==> src/fct_pkg.sv <==
// Shared types, widths and helpers for the frustum cull test unit.
// Used by every module in this folder; depends on nothing.
package fct_pkg;

    // Default number of clip planes held by the block
    localparam int NUM_PLANES_DEF = 6;

    // Field widths fixed by the item format
    localparam int COMP_W  = 16;
    localparam int Q16_W   = 32;
    localparam int INDEX_W = 3;
    localparam int OP_W    = 2;

    // Exact term widths: product, plane constant plus radius, pair sum, full sum
    localparam int PROD_W  = COMP_W + Q16_W;
    localparam int WSUM_W  = Q16_W + 1;
    localparam int PAIR_W  = PROD_W + 1;
    localparam int ACC_W   = PAIR_W + 1;
    localparam int FRAC_SH = COMP_W - 1;

    typedef enum logic [OP_W-1:0] {
        OP_LOAD   = 2'd0,
        OP_BOX    = 2'd1,
        OP_SPHERE = 2'd2
    } opcode_t;

    typedef logic signed [COMP_W-1:0] comp_t;
    typedef logic signed [Q16_W-1:0]  q16_t;
    typedef logic signed [PROD_W-1:0] prod_t;
    typedef logic signed [WSUM_W-1:0] wsum_t;
    typedef logic signed [PAIR_W-1:0] pair_t;
    typedef logic signed [ACC_W-1:0]  acc_t;

    typedef struct packed {
        comp_t x;
        comp_t y;
        comp_t z;
    } normal_t;

    // Per-stage load enables handed from the control in the top level to each lane
    typedef struct packed {
        logic s1_en;
        logic s2_en;
        logic s3_en;
    } adv_t;

    // Exact signed product of a Q1.15 component and a Q16.16 coordinate
    function automatic prod_t mul_nc(comp_t n, q16_t c);
        prod_t a;
        prod_t b;
        a = prod_t'(n);
        b = prod_t'(c);
        return a * b;
    endfunction

endpackage

==> src/fct_plane_file.sv <==
// Clip plane store: one normal and one offset register per plane.
// Depends on fct_pkg for the plane types.
module fct_plane_file #(
    parameter int NUM_PLANES = fct_pkg::NUM_PLANES_DEF
) (
    input  logic                               clk,
    input  logic                               rst_n,
    input  logic                               wr_en,
    input  logic [fct_pkg::INDEX_W-1:0]        wr_index,
    input  fct_pkg::normal_t                   wr_normal,
    input  fct_pkg::q16_t                      wr_offset,
    output fct_pkg::normal_t                   normal [NUM_PLANES],
    output fct_pkg::q16_t                      offset [NUM_PLANES]
);
    import fct_pkg::*;

    normal_t normal_reg [NUM_PLANES];
    q16_t    offset_reg [NUM_PLANES];

    // Write the addressed plane; an index beyond the store matches no entry and is dropped
    always_ff @(posedge clk or negedge rst_n)
    begin
        if (!rst_n)
        begin
            for (int i = 0; i < NUM_PLANES; i++)
            begin
                normal_reg[i] <= '0;
                offset_reg[i] <= '0;
            end
        end
        else if (wr_en)
        begin
            for (int i = 0; i < NUM_PLANES; i++)
            begin
                if (wr_index == INDEX_W'(i))
                begin
                    normal_reg[i] <= wr_normal;
                    offset_reg[i] <= wr_offset;
                end
            end
        end
    end

    assign normal = normal_reg;
    assign offset = offset_reg;

endmodule

==> config.mk <==
export PLATFORM = sky130hd
export DESIGN_NAME = fct_plane_file
export DESIGN_NICKNAME = d
export VERILOG_FILES = /design/src/fct_pkg.sv /design/src/fct_plane_file.sv
export SDC_FILE = /design/constraint.sdc
export NUM_CORES = 1
export LEC_CHECK = 0
export BUFFER_PORTS_ARGS = -buffer_cell sky130_fd_sc_hd__buf_2
export CAP_MARGIN = 20
export CELL_PAD_IN_SITES_DETAIL_PLACEMENT = 1
export CELL_PAD_IN_SITES_GLOBAL_PLACEMENT = 1
export CORE_AREA = 2 2 221 223
export CTS_CLUSTER_SIZE = 24
export DETAILED_ROUTE_END_ITERATION = 10
export DIE_AREA = 0 0 223 225
export GPL_TIMING_DRIVEN = 0
export PLACE_DENSITY_LB_ADDON = 0.1
export SLEW_MARGIN = 40
export SYNTH_ARGS = -nofsm -noshare
export SYNTH_HDL_FRONTEND = slang
export SYNTH_SLANG_ARGS = --single-unit
export TNS_END_PERCENT = 1
==> constraint.sdc <==
create_clock -name clk -period 1.4 [get_ports clk]
set_input_delay 0.14 -clock clk [delete_from_list [all_inputs] [get_ports clk]]
set_output_delay 0.14 -clock clk [all_outputs]
set_load 0.02 [all_outputs]
-- Word level (Yosys, flattened, before mapping)
Index checks and enable logic that the tools add are counted.
- output and inout bits: 480
- bits of input ports: 86
- register bits after elaboration: 480
- logic and storage cells: 36
- reductions and logical operators: 7
- equal/unequal tests: 5
- operator list (kind ; count):
    AND reduction 2 bit ; 6
    == test 3 x 2 -> 1 bit, second input constant ; 2
    == test 3 bit, second input constant ; 2
    == test 3 x 1 -> 1 bit, second input constant ; 1
    logical NOT 3 bit ; 1

-- Longest topological paths before layout
- word-level depth: 2
- gate-level depth with buffers: 5
- gate-level depth less buffers: 2

-- Worst setup path before layout
No wires, ideal clock.
- path type: input-to-reg
- start: input wr_index[0] in the netlist's numbering
- end: register normal_reg, in the netlist normal[255]
- slack: -0.086 ns
- stages: 4
- arrival time: 1.360 ns
- data required time: 1.275 ns
- path buffers: 2
- cell sequence: buf_6 > nor4b_4 > buf_6 > mux2_4
- cells in the longest elaborated chain, start to end: 2
- ends and longest elaborated chain (item ; line ; RTL):
    start: declaration ; fct_plane_file.sv:9 ; input logic [fct_pkg::INDEX_W-1:0] wr_index,
    logical NOT 3 bit ; fct_plane_file.sv:35 ; if (wr_index == INDEX_W'(i))
    AND reduction 2 bit (no source line) ; n/a ;
    end signal: indexed assignment ; fct_plane_file.sv:37 ; normal_reg[i] <= wr_normal;
    end: declaration ; fct_plane_file.sv:17 ; normal_t normal_reg [NUM_PLANES];
Every way passes these cells.
A chain may end at the register's enable or synchronous reset.

-- Worst setup path in the final report
- start: input wr_index[1] in the netlist's numbering
- end: register normal_reg, in the netlist normal[23]
- cells in the longest elaborated chain, start to end: 2
- ends and longest elaborated chain (item ; line):
    == test 3 bit ; fct_plane_file.sv:35
    AND reduction 2 bit (no source line) ; n/a
Every way passes these cells.

==> run_results.csv <==
group,metric,value,unit
floorplan,start_util,37.60,%
floorplan,fp.dieW,223,um
power,p_total,44.92,mW
floorplan,dieArea,50180,sq um
route,firstDrtPassIters,4,
yosys,yosysWarnings,0,
clocking,clockBufferDepth,3,
sta,drv_slew,0,
sta,rsz0062_at_grt,"no",
global_route,track_usage,22.84,%
worst_setup_path,worstPathMaxFanout,10,
global_route,grt_max_degree,74,
yosys,syn-num-nets,1104,
clocking,htreeDepth,2,
yosys,synth_area,17880,sq um
sta,period_needed,1.356,ns
worst_setup_path,cp_top_family,"simple AND/OR/NAND/NOR gates",
worst_setup_path,critPathKind,"input pin to flip-flop",
power,power.internal,30.24,mW
status,status,"finished, violations left",
global_route,antenna_found_initial,3,
cells_and_area,drive_gt1_share,67.02,%
placement,preCtsSetupSlack,-0.8566,ns
route,drt_wl_total,57430,um
global_route,grt_pass1_vias,12540,
clocking,cts_sinks,480,
global_route,grt_first_pass_wirelength,84570,um
cells_and_area,fin_nets,1813,
route,routedWlPerCell,24.08,um
placement,finalWeightedCongestion,0.7556,
clocking,cts_tree,"built",
sta,timing.final.crit_share,96.84,%
power,powerDensity,1850,nW/um^2
route,avgViaCountPerCell,4.834,
power,comb_power_share,27.4,%
sta,worst_slack,0.04426,ns
worst_setup_path,end_kind,"flip-flop",
power,clockPowerShare,31.5,%
power,max-vdd-ir-drop,1032,uV
placement,post-dp-hpwl,41360,um
power,p_sw,14.68,mW
route,drc,0,
clocking,cts_hold_buffers,80,
worst_setup_path,cp_data_arrival_time,1.82,ns
worst_setup_path,crit_buf_inv,2,
job,cap_violations,0,
yosys,avgSynthCellArea,17.56,sq um
route,drt_iter0_drc,409,
sta,fin_worst_skew,0,ns
floorplan,num_io_pins,566,
cells_and_area,post-route-util,51.06,%
cells_and_area,syn_to_final_growth,35.78,%
floorplan,num_rows,80,
yosys,synth-seq-cells,480,
worst_setup_path,cpPeakStageDelay,0.72,ns
hold_path,hp-class,"input pin to async pin",
sta,slew_headroom,45.58,%
sta,tightest_slew,0.8120,ns
worst_setup_path,cp_cell_sequence,"buf_2 > nand4b_1 > buf_2 > mux2_2",
cells_and_area,layout_commonest_cell,"buf_2",
power,leakagePower,11.66,nW
yosys,synth_top_area_share,67.18,%
sta,max_freq,737.6,MHz
clocking,cts.reportedPaths.clkPinSlew,0.06,ns
floorplan,chipHeight,225,um
global_route,grt.overflow.total,0,
clocking,cts_made_buffers,53,
status,violations,"negative hold slack",
floorplan,core_area,47550,sq um
worst_setup_path,start_kind,"input pin",
worst_setup_path,crit_slowest_cell,"nand4b_1",
sta,setup_viol,0,
yosys,synth_top_area_cell,"dfrtp_1",
power,power_switching_share,32.68,%
sta,finalSetupTns,0,ns
cells_and_area,fin_area,24280,sq um
yosys,ys_top_cells_by_area,"dfrtp_1, mux2_2, mux2_4",
sta,hold_ws,-0.5300,ns
yosys,ys_seq_area_share,67.18,%
clocking,clk-insertion-delay-late,0.59,ns
yosys,synthCells,1018,
cells_and_area,layout_common_cells,"buf_2, dfrtp_1, mux2_2, dlygate4sd3_1, clkbuf_16",
yosys,synth_cell_types,10,
placement,post_dp_cell_area,21680,sq um
worst_setup_path,cp.required,1.87,ns
route,via_count,11530,
cells_and_area,largest_reg_flops,288,
route,route.antenna.remaining_nets,0,
power,p_seq_share,41.0,%
worst_setup_path,crit_top_cell,"buf_2",
placement,port_buffers,564,
cells_and_area,nFillCells,4785,
sta,finalHoldViolations,211,
clocking,ctsRootBufferMaster,"clkbuf_16",
[path summary, 6_finish.rpt]
path	start	end	slack, ns	depth (start not counted)
setup / recovery	wr_index[1]	normal[23]	0.04	4
hold / removal	rst_n	normal[281]	-0.53	1
setup reg to reg	normal[162]	normal[162]	0.60	1
hold reg to reg	offset[144]	offset[144]	0.50	1
max in group asynchronous	rst_n	normal[259]	0.48	4
min in group clk	wr_index[0]	offset[163]	0.12	4
[stage by stage]
step / hold slack [ns] / instances
2_1_floorplan: -0.1556 / 1018
3_3_place_gp: 0.4394 / 2197
3_5_place_dp: 0.07521 / 2205
4_1_cts: -0.5557 / 2381
5_1_grt: -0.5323 / 2384
6_report: -0.5300 / 2385
[layout make-up]
type / count / area [sq um] / area share (%)
multi-input cells: 486 / 5552 / 22.87
plain buffers: 52 / 320.3 / 1.319
flip-flops and latches: 480 / 12010 / 49.48
diodes: 2 / 5.005 / 0.02062
well taps: 615 / 769.5 / 3.170
clock inverters: 12 / 171.4 / 0.7061
clock buffers: 84 / 1605 / 6.613
repair buffers: 654 / 3841 / 15.82
[cells in the mapped netlist]
| cell type | number |
|---|---|
| mux2_1 | 1 |
| clkbuf_1 | 1 |
| dfrtp_1 | 480 |
| mux2_4 | 20 |
| nor4b_4 | 1 |
| nor4bb_1 | 3 |
| buf_6 | 9 |
| buf_2 | 42 |
| mux2_2 | 459 |
| nand4b_1 | 2 |
[metal layers]
layer  global-route usage [%]  routed length [um]  vias to the layer above
met5                        0                  12                        -
met4                    8.184                1894                        2
met3                    8.279                4947                       87
met2                    37.81               27830                      389
met1                    27.48               22740                     6012
li1                         -                   -                     5039
[power groups by stage]
stage	registers (mW)	clock network (mW)	logic, mW
finish	18.4	14.2	12.3
global route	18.9	15.1	13.0
CTS	18.5	14.6	12.5
detailed placement	18.7	0	12.3
global placement	18.5	0	12.1
floorplan	22.5	0	2.93
[what timing repair did]
action,4_1_cts,5_1_grt
resized for setup,1,0
endpoints found under the hold margin,691,211
setup endpoints to repair,80,35
buffers inserted,0,2
[cells by family (layout without fill, tap and decap cells)]
group,Yosys count,count (layout),share of synthesized area (%)
multiplexers,480,480,30.65
flip-flops,480,480,67.18
buffers and inverters,52,802,1.764
AND/OR/NAND/NOR,6,6,0.3989
other,0,2,0
No activity file was read; power rests on OpenSTA's default activity.
