[src/fct_pkg.sv]
// Shared types, widths and helpers for the frustum cull test unit.
// Used by every module in this folder; depends on nothing.
package fct_pkg;

    // Default number of clip planes held by the block
    localparam int NUM_PLANES_DEF = 6;

    // Field widths fixed by the item format
    localparam int COMP_W  = 16;
    localparam int Q16_W   = 32;
    localparam int INDEX_W = 3;
    localparam int OP_W    = 2;

    // Exact term widths: product, plane constant plus radius, pair sum, full sum
    localparam int PROD_W  = COMP_W + Q16_W;
    localparam int WSUM_W  = Q16_W + 1;
    localparam int PAIR_W  = PROD_W + 1;
    localparam int ACC_W   = PAIR_W + 1;
    localparam int FRAC_SH = COMP_W - 1;

    typedef enum logic [OP_W-1:0] {
        OP_LOAD   = 2'd0,
        OP_BOX    = 2'd1,
        OP_SPHERE = 2'd2
    } opcode_t;

    typedef logic signed [COMP_W-1:0] comp_t;
    typedef logic signed [Q16_W-1:0]  q16_t;
    typedef logic signed [PROD_W-1:0] prod_t;
    typedef logic signed [WSUM_W-1:0] wsum_t;
    typedef logic signed [PAIR_W-1:0] pair_t;
    typedef logic signed [ACC_W-1:0]  acc_t;

    typedef struct packed {
        comp_t x;
        comp_t y;
        comp_t z;
    } normal_t;

    // Per-stage load enables handed from the control in the top level to each lane
    typedef struct packed {
        logic s1_en;
        logic s2_en;
        logic s3_en;
    } adv_t;

    // Exact signed product of a Q1.15 component and a Q16.16 coordinate
    function automatic prod_t mul_nc(comp_t n, q16_t c);
        prod_t a;
        prod_t b;
        a = prod_t'(n);
        b = prod_t'(c);
        return a * b;
    endfunction

endpackage

[src/fct_lane.sv]
// One plane test lane: products, pair sums, final sum and sign, over three stages.
// Depends on fct_pkg for types, widths and the product helper.
module fct_lane (
    input  logic             clk,
    input  fct_pkg::adv_t    adv,
    input  logic             is_box,
    input  fct_pkg::normal_t normal,
    input  fct_pkg::q16_t    offset,
    input  fct_pkg::q16_t    low_x,
    input  fct_pkg::q16_t    low_y,
    input  fct_pkg::q16_t    low_z,
    input  fct_pkg::q16_t    high_x,
    input  fct_pkg::q16_t    high_y,
    input  fct_pkg::q16_t    high_z,
    output logic             behind
);
    import fct_pkg::*;

    q16_t  sel_x;
    q16_t  sel_y;
    q16_t  sel_z;
    wsum_t wsum;
    prod_t px_next;
    prod_t py_next;
    prod_t pz_next;
    prod_t base_next;
    pair_t a_next;
    pair_t b_next;
    acc_t  acc;

    prod_t px_reg;
    prod_t py_reg;
    prod_t pz_reg;
    prod_t base_reg;
    pair_t a_reg;
    pair_t b_reg;
    logic  behind_reg;

    // Pick the corner farthest along the normal for a box; the centre for a sphere
    always_comb
    begin
        sel_x = (is_box && !normal.x[COMP_W-1]) ? high_x : low_x;
        sel_y = (is_box && !normal.y[COMP_W-1]) ? high_y : low_y;
        sel_z = (is_box && !normal.z[COMP_W-1]) ? high_z : low_z;
        // Sphere folds the radius into the plane constant
        wsum  = is_box ? {offset[Q16_W-1], offset}
                       : ({offset[Q16_W-1], offset} + {high_x[Q16_W-1], high_x});
        px_next   = mul_nc(normal.x, sel_x);
        py_next   = mul_nc(normal.y, sel_y);
        pz_next   = mul_nc(normal.z, sel_z);
        base_next = {wsum, FRAC_SH'(0)};
    end

    // Add in pairs, then the final sum
    always_comb
    begin
        a_next = {px_reg[PROD_W-1], px_reg} + {py_reg[PROD_W-1], py_reg};
        b_next = {pz_reg[PROD_W-1], pz_reg} + {base_reg[PROD_W-1], base_reg};
        acc    = {a_reg[PAIR_W-1], a_reg} + {b_reg[PAIR_W-1], b_reg};
    end

    // Stage one: products and scaled constant
    always_ff @(posedge clk)
    begin
        if (adv.s1_en)
        begin
            px_reg   <= px_next;
            py_reg   <= py_next;
            pz_reg   <= pz_next;
            base_reg <= base_next;
        end
    end

    // Stage two: pair sums
    always_ff @(posedge clk)
    begin
        if (adv.s2_en)
        begin
            a_reg <= a_next;
            b_reg <= b_next;
        end
    end

    // Stage three: sign of the signed distance
    always_ff @(posedge clk)
    begin
        if (adv.s3_en)
        begin
            behind_reg <= acc[ACC_W-1];
        end
    end

    assign behind = behind_reg;

endmodule
[config.mk]
export PLATFORM = sky130hd
export DESIGN_NAME = fct_lane
export DESIGN_NICKNAME = d
export VERILOG_FILES = /design/src/fct_pkg.sv /design/src/fct_lane.sv
export SDC_FILE = /design/constraint.sdc
export NUM_CORES = 2
export LEC_CHECK = 0
export ABC_AREA = 1
export ABC_CLOCK_PERIOD_IN_PS = 20100
export BUFFER_PORTS_ARGS = -buffer_cell sky130_fd_sc_hd__buf_2
export CAP_MARGIN = 20
export CORE_ASPECT_RATIO = 1.4
export CORE_MARGIN = 2
export CORE_UTILIZATION = 30
export CTS_CLUSTER_SIZE = 14
export DETAILED_ROUTE_END_ITERATION = 16
export MAX_ROUTING_LAYER = met4
export PLACE_DENSITY = 0.43
export SYNTH_ARGS = -nofsm -noshare
export SYNTH_HDL_FRONTEND = slang
export SYNTH_SLANG_ARGS = --single-unit
[constraint.sdc]
create_clock -name clk -period 20.1 [get_ports clk]
set_clock_uncertainty 0.1 [all_clocks]
set_input_delay 2.01 -clock clk [delete_from_list [all_inputs] [get_ports clk]]
set_output_delay 2.01 -clock clk [all_outputs]
set_load 0.01 [all_outputs]
# Word level (Yosys, flattened, before mapping)
# Cells that the tools add are included.
# Widths: inputs -> output; s select.
[classes]
addsub = 4
n_mul = 3
mux = 4
n_reduce_logical = 6
[op_table]
columns = ["operator", "count"]
rows = [
  ["$mul 16x32->48", 3],
  ["$add 48x48->49", 2],
  ["$mux 32", 3],
  ["$add 49x49->50", 1],
  ["$add 32x32->33", 1],
  ["$mux 33", 1],
  ["$logic_and 1x1->1", 3],
  ["$logic_not 1->1", 3],
]
[word_totals]
reg_bits = 276
wordCells = 24

# Logic depth before layout (Yosys ltp)
[logic_depth]
word_depth = 4
mapped_depth = 33

# Worst setup path before layout
# No wires, ideal clock.
[synth_timing]
path_type = "input to register"
from = "input port is_box"
to = "register pz_reg[47], data pin"
setup_ns = 0.254
arrival_ns = 7.599
t_required_ns = 19.746
setup_slack_ns = 12.147
stages = 28
n_path_buf = 3
path_cell_list = "buf_6 inv_8 nor2_8 buf_2 or2_2 o21ai_2 buf_4 nor2_1 fa_1 fa_1 inv_1 fa_1 inv_1 fa_1 inv_1 fa_1 fa_1 inv_1 ha_1 nand2_1 inv_1 nand2_1 nor3_1 nand2_1 nor2_1 nand2_1 nand4_1 nand2_1"
[synth_via]
elab_chain_len = 3
[synth_lines]
columns = ["element", "line", "text"]
rows = [
  ["start: declaration", "fct_lane.sv:6", "input logic is_box,"],
  ["$logic_and 1x1->1", "fct_lane.sv:44", "sel_z = (is_box && !normal.z[COMP_W-1]) ? high_z : low_z;"],
  ["$mux 32", "fct_lane.sv:44", ""],
  ["$mul 16x32->48", "fct_pkg.sv:53", "return a * b;"],
  ["net pz_next[47]", "fct_lane.sv:25", "prod_t pz_next;"],
  ["end signal: assignment", "fct_lane.sv:69", "pz_reg <= pz_next;"],
  ["end: declaration", "fct_lane.sv:33", "prod_t pz_reg;"],
]
# The timed path passes the listed nets, and every way through them passes these cells.
# A chain may end at the register's enable or synchronous reset.

# Final worst setup path
[layout_timing]
from = "input port is_box"
to = "register pz_reg[46], data pin"
# Same word-level chain as after synthesis.

==> impl_summary.log <==
[metrics] Critical path buffers and inverters: 9
[metrics] DIE WIDTH: ~430 um
[metrics] cell taking the most area after synthesis: sky130_fd_sc_hd__fa_1
[metrics] # rows: around 220
[metrics] launch instance of the worst register-to-register path: px_reg[0]
[metrics] Clock Latency Late Sink: approximately 0.56 ns
[metrics] CP startpoint kind: primary input
[metrics] Net Count, Synth: 12,300
[metrics] area of the mapped netlist: about 76,000 sq um
[metrics] clock net sink count: between 200 and 300
[metrics] biggest area contributors in the synthesized netlist: sky130_fd_sc_hd__fa_1 38%, sky130_fd_sc_hd__nand2_1 13%, sky130_fd_sc_hd__inv_1 13%
[metrics] unrepaired setup endpoints after global routing: false
[metrics] CTS tree: yes
[metrics] Critical Path Max Stage Delay: 0.70 ns
[metrics] detailed-placement wirelength estimate: about 250,000 um
[metrics] most prevalent standard cell on the critical path: sky130_fd_sc_hd__fa_1
[metrics] worst max-slew margin expressed relative to the limit: 0.248
[metrics] overall die area: roughly 260,000 sq um
[metrics] GRT Util Overall: 0.233
[metrics] deepest level of the CTS H-tree: 2
[metrics] sequential share of the synthesized area: 0.109
[metrics] endpoint of the worst setup timing path: pz_reg[46]
[metrics] Place WS: 9.56 ns
[metrics] Iter 0 DRT Violations: approximately 3,600
[metrics] number of antenna violations at the first check in global routing: 5
[metrics] Worst Reg2Reg Path Length in Cells: 13
[metrics] highest achievable clock rate: 101 MHz
[metrics] number of enable-type register cells in the synthesized netlist: roughly 280
[metrics] most instantiated library cell after synthesis: sky130_fd_sc_hd__nand2_1
[metrics] fin crit period: between 9 and 10 ns
[metrics] post-route non-filler standard cell count: approximately 14,000
[metrics] maximum number of pins on one net before global-route repair: 70
[metrics] # port buffers: ~280
[metrics] Mean Syn Cell Area: 7.60 sq um
[metrics] nature of the critical path endpoint: flop
[metrics] flip-flop and latch count after synthesis: roughly 280
[metrics] initial cell density of the core: 0.301
[metrics] gate family responsible for the most delay along the worst path: adder cells
[metrics] max-slew violation count: 0
[metrics] final-report hold violation count: 0
[metrics] count of antenna-violating nets left after detailed routing: 0
[metrics] DP Cell Count: between 10,000 and 15,000
[metrics] Cells after Synth: between 10,000 and 15,000
[metrics] Netlist cell types: around 40
[metrics] clock root buffer master: sky130_fd_sc_hd__clkbuf_16
[metrics] Synth Warn #: 0
[metrics] final setup violating endpoints: 0
[metrics] timing startpoint of the critical path: is_box
[metrics] async set-reset flop share out of synthesis: 0
[metrics] prevailing post-synth register cell: sky130_fd_sc_hd__edfxtp_1
[metrics] wire length of the first global-routing pass: ~440,000 um
[metrics] Initial DRT Pass Iterations: 9
[metrics] slack of the worst reg-to-reg path: between 15 and 20 ns
[metrics] routed via count: between 60,000 and 70,000
[metrics] hold buffers post-CTS: 0
[metrics] cell at the slowest stage of the critical path: sky130_fd_sc_hd__o21ai_2
[metrics] layout overhead on the synthesized area: 8.44%
[metrics] clock slew at the register clock pins of the worst setup and hold paths: roughly 0.060 ns
[metrics] y dimension of the die: 601 um
[metrics] CTS max path bufs: 3
[metrics] Post-CTS Resized: 0
[metrics] kind of critical path: primary input to flop
[metrics] final worst slack: roughly 10 ns
[metrics] IO Count: roughly 280
[metrics] net count of the finished layout: roughly 12,000
[metrics] Final Util: 0.326
[metrics] final weighted congestion in routability-driven placement: 0.968
[metrics] Total Negative Setup Slacks: 0 ns
[metrics] worst hold path type: flop to flop
[metrics] number of stages on the worst setup path: 27
[metrics] WL/cell: between 20 and 25 um
[metrics] end of the worst register-to-register path: a_reg[46]
[metrics] Via-to-Cell Ratio: between 4 and 5
[metrics] Tightest Pin Transition: ~1.1 ns
[metrics] DRC: 0
[metrics] required time of the critical path: around 20 ns
[metrics] overall overflow remaining after global route: 0
[metrics] final routed wirelength across all metal layers: just under 300,000 um
[metrics] critical path fanouts, max: 43
[metrics] core region area: 253,000 sq um
[metrics] worst endpoint data arrival time: approximately 10 ns
[metrics] result of the run: completed
[metrics] maxcap violations: 0
[metrics] number of buffers added by the clock tree synthesis step: 37
[metrics] Synth top cells by count: 2,602 x sky130_fd_sc_hd__nand2_1, 2,554 x sky130_fd_sc_hd__inv_1, 1,461 x sky130_fd_sc_hd__fa_1, 1,136 x sky130_fd_sc_hd__nor2_1, 503 x sky130_fd_sc_hd__ha_1
[metrics] proportion of netlist area held by the largest area contributor: 0.383
[metrics] number of post-CTS setup repair buffers: 0
[metrics] vias in the first global route: slightly below 70,000
[metrics] fraction of the cycle the final worst path needs: 0.493
[metrics] fraction of layout instances using a drive strength above 1: 0.0627
==> area by class of cell <==
| type | instances | area (sq um) |
|---|---|---|
| clock inverters | 25 | 353 |
| fillers | 27500 | 171000 |
| inverters | 2638 | 9910 |
| diodes | 4 | 10.0 |
| flip-flops and latches | 276 | 8290 |
| clock buffers | 40 | 958 |
| repair buffers | 328 | 1830 |
| multi-input cells | 6938 | 57300 |
| well taps | 3315 | 4150 |
==> cell usage in the layout, fill, tap and decap left out, drive strengths merged <==
cell type / Yosys / routed
o21ai: 225 / 225
xnor2: 34 / 34
nor4: 2 / 2
and2: 6 / 6
clkbuf: 129 / 40
a31oi: 2 / 2
clkinvlp: 0 / 4
o21a: 5 / 5
nand2: 2602 / 2602
diode: 0 / 4
a21o: 8 / 8
inv: 2629 / 2630
buf: 62 / 328
nand4: 78 / 78
and3: 5 / 5
nor2b: 1 / 1
fa: 1461 / 1461
nand2b: 1 / 1
bufinv: 0 / 8
o31ai: 1 / 1
ha: 503 / 503
edfxtp: 276 / 276
or2: 83 / 83
nand3: 287 / 287
clkinv: 9 / 21
o21bai: 38 / 38
nor2: 1139 / 1139
nand3b: 8 / 8
nor3: 39 / 39
a21boi: 13 / 13
a21oi: 287 / 287
xor2: 110 / 110
==> worst min-delay path by stage <==
stage / endpoint / depth (start not counted) / slack (ns) / from
3_3_place_gp: b_reg[6] / 0 / 0.31 / pz_reg[6]
3_5_place_dp: b_reg[10] / 0 / 0.31 / pz_reg[10]
4_1_cts: b_reg[6] / 0 / 0.32 / pz_reg[6]
5_1_grt: b_reg[6] / 0 / 0.33 / pz_reg[6]
2_1_floorplan: b_reg[0] / 0 / 0.30 / pz_reg[0]
6_report: b_reg[6] / 0 / 0.32 / pz_reg[6]
==> kinds of logic after synthesis <==
kind of cell    share of synthesized area
simple gates                        0.221
buf+inv                             0.141
fa+ha+maj                           0.466
compound gates                     0.0468
flops                               0.109
xor+xnor                           0.0165
==> routing by layer <==
layer | vias to the layer above | part of all wire | wire, um | GRT usage
li1 | 29700 | - | - | -
met1 | 31900 | 0.37 | 109000 | 0.253
met2 | 1479 | 0.55 | 159000 | 0.439
met3 | 464 | 0.029 | 8550 | 0.0131
met4 | 0 | 0.051 | 15000 | 0.0958
met5 | - | 0 | 0 | -
==> stage by stage <==
step	instance area (sq um)	hold slack (ns)
after floorplan	76300	0.300
after global placement	81400	0.310
after detailed placement	81400	0.306
after CTS	82700	0.321
after global routing	82700	0.335
final	82800	0.319
Power is not shown: default switching activity piles up to over one toggle a cycle in this logic, so the estimate is an artifact.
